<file path="config.mk">
export PLATFORM = sky130hd
export DESIGN_NAME = bcm_window
export DESIGN_NICKNAME = d
export VERILOG_FILES = /design/src/rtl/bcm_pkg.sv /design/src/rtl/bcm_ram.sv /design/src/rtl/bcm_window.sv
export SDC_FILE = /design/constraint.sdc
export NUM_CORES = 1
export LEC_CHECK = 0
export ABC_AREA = 0
export BUFFER_PORTS_ARGS = -buffer_cell sky130_fd_sc_hd__buf_2
export CELL_PAD_IN_SITES_DETAIL_PLACEMENT = 1
export CELL_PAD_IN_SITES_GLOBAL_PLACEMENT = 2
export CORE_ASPECT_RATIO = 1.75
export CORE_MARGIN = 2
export CORE_UTILIZATION = 30
export CTS_CLUSTER_DIAMETER = 80
export DETAILED_ROUTE_END_ITERATION = 7
export GPL_ROUTABILITY_DRIVEN = 0
export HOLD_SLACK_MARGIN = 0.12
export PLACE_DENSITY_LB_ADDON = 0.08
export SYNTH_ARGS = -nofsm -noshare
export SYNTH_HDL_FRONTEND = slang
export SYNTH_SLANG_ARGS = --single-unit
</file>
<file path="constraint.sdc">
create_clock -name clk_i -period 2.74 [get_ports clk_i]
set_clock_uncertainty 0.15 [all_clocks]
set_input_delay 0.274 -clock clk_i [delete_from_list [all_inputs] [get_ports clk_i]]
set_output_delay 0.274 -clock clk_i [all_outputs]
set_load 0.02 [all_outputs]
</file>
<file path="src/rtl/bcm_pkg.sv">
// shared types, codes and constants of the battery charge monitor
package bcm_pkg;

  localparam int unsigned WINDOW_DEF = 16;
  localparam int unsigned ADC_W      = 12;
  localparam int unsigned ADC_MAX    = 4095;
  localparam int unsigned LVL_W      = 14;
  localparam int unsigned MV_W       = 16;
  localparam int unsigned CODE_W     = 3;
  localparam int unsigned IDX_W      = 2;
  localparam int unsigned HUND_W     = 7;

  localparam logic [LVL_W-1:0] LOW_LEVEL_RST  = 14'd2000;
  localparam logic [LVL_W-1:0] FULL_LEVEL_RST = 14'd9500;
  localparam logic [MV_W-1:0]  FULL_SCALE_RST = 16'd12600;
  localparam logic [LVL_W-1:0] PCT_MAX        = 14'd10000;

  localparam logic CMD_PIN = 1'b0;
  localparam logic CMD_ADC = 1'b1;

  typedef enum logic [CODE_W-1:0] {
    STAT_UNKNOWN     = 3'd0,
    STAT_CHARGING    = 3'd1,
    STAT_DISCHARGING = 3'd2,
    STAT_FULL        = 3'd3,
    STAT_ABNORMAL    = 3'd4
  } status_e;

  typedef enum logic [CODE_W-1:0] {
    LED_OFF      = 3'd0,
    LED_COMPLETE = 3'd1,
    LED_CHARGING = 3'd2,
    LED_ABNORMAL = 3'd3,
    LED_LOW      = 3'd4
  } led_e;

  typedef enum logic [IDX_W-1:0] {
    CFG_LOW_LEVEL  = 2'd0,
    CFG_FULL_LEVEL = 2'd1,
    CFG_FULL_SCALE = 2'd2
  } cfg_idx_e;

  typedef enum logic [2:0] {
    ST_IDLE,
    ST_UPDATE,
    ST_START,
    ST_WAIT,
    ST_DELIVER
  } fsm_e;

  typedef struct packed {
    logic             cmd;
    logic             pin_level;
    logic [ADC_W-1:0] adc_sample;
  } in_item_t;

  typedef struct packed {
    status_e          status;
    led_e             led_mode;
    logic [ADC_W-1:0] average_sample;
    logic [MV_W-1:0]  voltage_mv;
    logic [LVL_W-1:0] percent;
  } out_item_t;

  typedef struct packed {
    logic [IDX_W-1:0] index;
    logic [MV_W-1:0]  data;
  } cfg_item_t;

  typedef struct packed {
    logic rd;
    logic wr;
  } win_ctrl_t;

  typedef struct packed {
    logic [ADC_W-1:0]  avg;
    logic [MV_W-1:0]   volt;
    logic [LVL_W-1:0]  pct;
    logic [HUND_W-1:0] hund_cnt;
  } calc_res_t;

  // bits for a running sum of a full window of samples
  function automatic int unsigned sum_width(input int unsigned win);
    return $clog2(win * ADC_MAX + 1);
  endfunction

endpackage

</file>
<file path="src/rtl/bcm_ram.sv">
// generic single-write, single-read synchronous ram with registered read
module bcm_ram #(
  parameter int unsigned WIDTH = 12,
  parameter int unsigned DEPTH = 16
) (
  input  logic                     clk_i,
  input  logic                     we_i,
  input  logic [$clog2(DEPTH)-1:0] waddr_i,
  input  logic [WIDTH-1:0]         wdata_i,
  input  logic                     re_i,
  input  logic [$clog2(DEPTH)-1:0] raddr_i,
  output logic [WIDTH-1:0]         rdata_o
);
  logic [WIDTH-1:0] mem_q [DEPTH];
  logic [WIDTH-1:0] rdata_q;

  always_ff @(posedge clk_i) begin
    if (we_i) begin
      mem_q[waddr_i] <= wdata_i;
    end
    if (re_i) begin
      rdata_q <= mem_q[raddr_i];
    end
  end

  assign rdata_o = rdata_q;
endmodule

</file>
<file path="src/rtl/bcm_window.sv">
// sample ring in ram with write pointer, fill flag and running sum
module bcm_window import bcm_pkg::*; #(
  parameter int unsigned WINDOW = WINDOW_DEF
) (
  input  logic                           clk_i,
  input  logic                           rst_ni,
  input  win_ctrl_t                      ctrl_i,
  input  logic [ADC_W-1:0]               sample_i,
  output logic [sum_width(WINDOW)-1:0]   sum_o
);
  localparam int unsigned SUM_W  = sum_width(WINDOW);
  localparam int unsigned SLOT_W = $clog2(WINDOW);
  localparam logic [SLOT_W-1:0] SLOT_LAST = SLOT_W'(WINDOW - 1);

  logic [SLOT_W-1:0] slot_q, slot_d;
  logic              wrapped_q, wrapped_d;
  logic [SUM_W-1:0]  sum_q, sum_d;
  logic [ADC_W-1:0]  rdata;
  logic [ADC_W-1:0]  old_sample;

  bcm_ram #(
    .WIDTH (ADC_W),
    .DEPTH (WINDOW)
  ) u_ring (
    .clk_i   (clk_i),
    .we_i    (ctrl_i.wr),
    .waddr_i (slot_q),
    .wdata_i (sample_i),
    .re_i    (ctrl_i.rd),
    .raddr_i (slot_q),
    .rdata_o (rdata)
  );

  // entries not yet written since reset read as zero until the first wrap
  assign old_sample = wrapped_q ? rdata : '0;

  always_comb begin
    slot_d    = slot_q;
    wrapped_d = wrapped_q;
    sum_d     = sum_q;
    if (ctrl_i.wr) begin
      sum_d = (sum_q - SUM_W'(old_sample)) + SUM_W'(sample_i);
      if (slot_q == SLOT_LAST) begin
        slot_d    = '0;
        wrapped_d = 1'b1;
      end else begin
        slot_d = slot_q + 1'b1;
      end
    end
  end

  always_ff @(posedge clk_i or negedge rst_ni) begin
    if (!rst_ni) begin
      slot_q    <= '0;
      wrapped_q <= 1'b0;
      sum_q     <= '0;
    end else begin
      slot_q    <= slot_d;
      wrapped_q <= wrapped_d;
      sum_q     <= sum_d;
    end
  end

  assign sum_o = sum_q;
endmodule

</file>
== Yosys cells after proc, flatten, opt, wreduce, memory -nomap -nowiden ==
Memory sizes are Yosys's and may differ from the RTL's. A register that Yosys moved wholly into a read port is not among the register bits.
Cells that the tools add are included.
Word-level totals
  register bits after elaboration: 21
  memories kept: 1
  input port bits: 16
  memory bits (writable): 192
  output and inout bits: 16
Cells by class
  multiplexer cells: 4
  equal/unequal tests: 1
  add/subtract/negate cells: 3
  reductions and logical operators: 1
Memory list
  u_ring.mem_q: words 16, bits a word 12, read ports 1, clocked after memory_dff 1, write ports 1, line bcm_ram.sv:14  | logic [WIDTH-1:0] mem_q [DEPTH];
Operators with widths (number)
  $add 16x12->16: 1
  $sub 16x12->16: 1
  $mux 12: 1
  $add 4x1->4 const B: 1
  $eq 4x4->1 const B: 1
  $mux 4: 1
  $mux 1: 2
  $reduce_and 2->1: 1

== Depth between registers and ports, before layout ==
  depth after elaboration: 3
  depth in mapped cells: 12

== Modules after synthesis ==
A second synthesis with hierarchy kept.
Second synthesis, totals
  cell total of the unflattened synthesis: 571
  area, all modules: 9771.9 µm²
By module, submodules not included
  bcm_ram: area an instance 7719.9 µm², times used 1, seq. area each 6125.9 µm², cells an instance 329
  bcm_window: area an instance 2052.0 µm², times used 1, seq. area each 525.5 µm², cells an instance 242

== Least setup slack after synthesis ==
No wires, ideal clock.
  path kind: register to register
  start: register wrapped_q
  end: register sum_q[12] (netlist: sum_o[12])
  slack: -0.220 ns
  data arrival time: 2.686 ns
  cell stages (with the launch flop): 13
  clock period less this slack: 2.960 ns
  buffers on the path: 2
  cell sequence: dfrtp_1 clkbuf_1 and2_1 fa_1 inv_1 ha_1 buf_6 a21o_1 a21o_1 a21o_1 and2_4 o31a_1 a211o_1
Between the ends
  longest elaborated chain between the ends: 3
Ends and longest elaborated chain
  start: declaration: line bcm_window.sv:16  | logic wrapped_q, wrapped_d;
  start signal: assignment: line bcm_window.sv:59  | wrapped_q <= wrapped_d;
  $mux 12: line bcm_window.sv:35  | assign old_sample = wrapped_q ? rdata : '0;
  $sub 16x12->16: line bcm_window.sv:42  | sum_d = (sum_q - SUM_W'(old_sample)) + SUM_W'(sample_i);
  $add 16x12->16: line bcm_window.sv:42
  end signal: assignment: line bcm_window.sv:60  | sum_q <= sum_d;
  end: declaration: line bcm_window.sv:17  | logic [SUM_W-1:0] sum_q, sum_d;
Every way passes these cells.
A chain may end at the register's enable or synchronous reset.

== Worst setup path in the final report ==
Same ends and word-level chain as after synthesis.

==> summary.txt <==
Clocking
  • CTS clk-pin slew, worst paths: 70 ps
  • Worst skew pair latency: 530 ps
  • Clock buffer depth: 3
  • Root Driver: clkbuf_16
  • CTS tree: done
  • CTS Buf Count: 24
  • # H-tree levels: 1
  • Clock sink count: 225

Finish
  • Filler cells: 3322
  • Final net count: 733
  • Final cell count without fillers: 1108
  • Most frequent cells in the layout: 204 x edfxtp_1, 80 x buf_4, 54 x inv_1
  • Fraction of layout cells with a size suffix above 1: 34.4%
  • Ant diodes: 0
  • Synthesis-to-layout area growth: 24.8%
  • Commonest non-fill, non-tap cell in the layout: edfxtp_1
  • Util after Layout: 37.7%

Setup path
  • Cells on worst reg2reg path: 11
  • Setup crit start kind: flip-flop
  • Setup crit end kind: flip-flop
  • WP data required: 2990 ps
  • Critical path startpoint: wrapped_q$_DFFE_PN0P_
  • Reg2reg setup slack: -230 ps
  • Worst path top cell family by delay: compound AO/OA/AOI/OAI gates
  • Arr. time, crit path: 3220 ps
  • Reg2reg start: wrapped_q$_DFFE_PN0P_
  • CP bufs+invs: 2
  • FF-to-FF End: sum_o[12]$_DFFE_PN0P_
  • Top cell by count, worst path: a21o_1
  • Slowest CP cell: fa_1
  • Critical Path Max Stage Delay: 490 ps
  • Critical path cell sequence: buf_12, and2_4, fa_1, inv_2, ha_4, a21o_1, a21o_1, a21o_1, and2_4, o31a_1, a211o_1
  • Crit Path Class: flip-flop to flip-flop
  • Crit-path max FO: 9

Detailed routing
  • Iteration-0 DRC Markers: 204
  • Number of vias per cell: 4.83
  • Vias: 5350
  • Post-route DRC violation count: 0
  • Final wirelength: 26500 µm
  • Average wire per standard cell: 23.9 µm
  • First-pass iteration count of the detailed router: 4
  • Post-route antenna net violation count: 0

Pwr
  • PwrDens: 1320 nW/µm²
  • P_int: 10.5 mW
  • Clk pwr share: 20.6%
  • Combinational share of power: 51.6%
  • Net Sw Power: 5.86 mW
  • Switching Fraction: 35.8%
  • Worst VDD drop: 0.525 mV
  • Post-layout power: 16.4 mW
  • Seq pwr share: 27.8%
  • LEAKAGE: 4.57 nW

Job
  • Max-cap viol count: 0

Logic synthesis
  • Post-synth EDFFs: 204
  • Yosys warns: 0
  • Yosys cell types: 50
  • Synthesized instance count: 550
  • Predominant post-synthesis flop cell: edfxtp_1
  • Register area share after synthesis: 67.0%
  • Synthesized flop and latch total: 225
  • Asr flop ratio synth: 9.33%
  • Mapped Area: 9930 µm²
  • Syn Area/Cell: 18.0 µm²
  • Syn Nets: 598

Floorplan
  • Die Y: 245 µm
  • # IOs: 32
  • Core Area: 32800 µm²
  • Starting density of the core: 30.3%
  • Die area: 34600 µm²
  • Chip width: 142 µm
  • Site Rows: 88

STA
  • Tcrit/Tclk final: 108%
  • Slew headroom: 35.1%
  • Fmax: 0.337 GHz
  • RSZ-0062 raised after global routing: yes
  • Min cycle time layout: 2970 ps
  • Post-route worst setup slack: -232 ps
  • Measured slew at the worst slew-check pin: 974 ps
  • Final hold viol count: 0
  • Final setup fails: 10
  • Slew Limit Fails: 0
  • Worst hold margin: 136 ps

Run status
  • Outcome: finished with violations
  • Violated checks: setup timing

Placed design
  • Dpl hpwl: 18100 µm
  • Worst slack, placed: -449 ps
  • I/O Buffers: 31
  • Placed insts: 1042

Global route
  • First-pass GRT wire length: 39400 µm
  • Vias in the first global route: 6007
  • Initial antenna violation count: 1
  • GR Overflow Total: 0
  • Pin count of the biggest net entering global routing: 40
  • GRT Overall Usage: 15.7%

Worst hold path
  • HP Class: input pin to asynchronous set/reset pin
registers in the layout (all words and copies together) (netlist names):
register / flops
slot_q: 4
sum_o: 16
wrapped_q: 1
u_ring.mem_q: 192
u_ring.rdata_o: 12
cell type report:
| cell class | instances | area, µm² | share of cell area [%] |
|---|---|---|---|
| timing repair buffer | 133 | 1010 | 8.15 |
| clock buffer | 27 | 633 | 5.11 |
| clock inverter | 17 | 183 | 1.47 |
| inverter | 58 | 218 | 1.76 |
| sequential | 225 | 6660 | 53.7 |
| tap | 405 | 507 | 4.09 |
| multi-input combinational | 243 | 3180 | 25.7 |
synthesized netlist by cell type (5+ instances only):
master	n	area, µm²
a21o_1	6	45.0
o21ai_0	9	45.0
and2_1	28	175
a21oi_1	11	55.1
mux4_2	35	788
fa_1	12	240
inv_1	58	218
mux2i_1	5	50.1
mux4_1	25	657
xnor2_1	6	52.6
clkbuf_1	6	22.5
buf_2	6	30.0
ha_1	20	250
nor2_1	17	63.8
edfxtp_1	204	6130
nand2_1	19	71.3
buf_6	9	101
dfrtp_1	21	526
per-layer routing:
metal | GRT usage, % | wire (µm) | vias up | share of wire (%)
met4 | 4.21 | 568 | 0 | 2.1
met1 | 17.7 | 9990 | 2844 | 38
met3 | 1.60 | 699 | 34 | 2.6
met5 | 0 | 0 | - | 0
li1 | - | - | 2394 | -
met2 | 31.0 | 15200 | 78 | 57
worst max-delay path by stage:
stage,to,slack (ps),depth (start not counted)
finish,sum_o[12]$_DFFE_PN0P_,-230,11
global route,sum_o[12]$_DFFE_PN0P_,-330,9
CTS,sum_o[12]$_DFFE_PN0P_,-240,11
detailed placement,sum_o[13]$_DFFE_PN0P_,-450,11
global placement,sum_o[13]$_DFFE_PN0P_,-450,11
floorplan,sum_o[12]$_DFFE_PN0P_,-170,12
stage by stage:
stage | cell area (µm²) | setup TNS (ps)
detailed placement | 11100 | -2970
global placement | 11100 | -2740
floorplan | 9950 | -323
CTS | 12300 | -1510
global route | 12400 | -2490
finish | 12400 | -1280
power groups by stage:
stage / clock network [mW] / registers [mW] / logic, mW
3_5_place_dp: 0 / 4.63 / 7.09
4_1_cts: 3.47 / 4.57 / 8.16
2_1_floorplan: 0 / 4.69 / 4.36
6_report: 3.37 / 4.55 / 8.44
5_1_grt: 3.58 / 4.60 / 9.24
3_3_place_gp: 0 / 4.61 / 7.06
repair_timing:
| action | CTS | global route |
|---|---|---|
| endpoints found under the hold margin | 223 | 0 |
| resized for setup | 41 | 16 |
| hold buffers | 16 | 0 |
| endpoints found under the setup margin | 11 | 11 |
| pin swaps | 14 | 5 |
| setup buffers | 4 | 2 |
cell families (layout without fill, tap and decap cells):
family	count (synthesis)	in the layout	share of synthesized area, %
XOR/XNOR	10	10	0.882
AND/OR/NAND/NOR	82	82	4.24
multiplexers	65	65	15.1
flip-flops	225	225	67.0
buffers and inverters	82	235	4.17
AO/OA/AOI/OAI	54	54	3.69
adder cells (fa/ha/maj)	32	32	4.94
(Power assumes the default switching activity.)
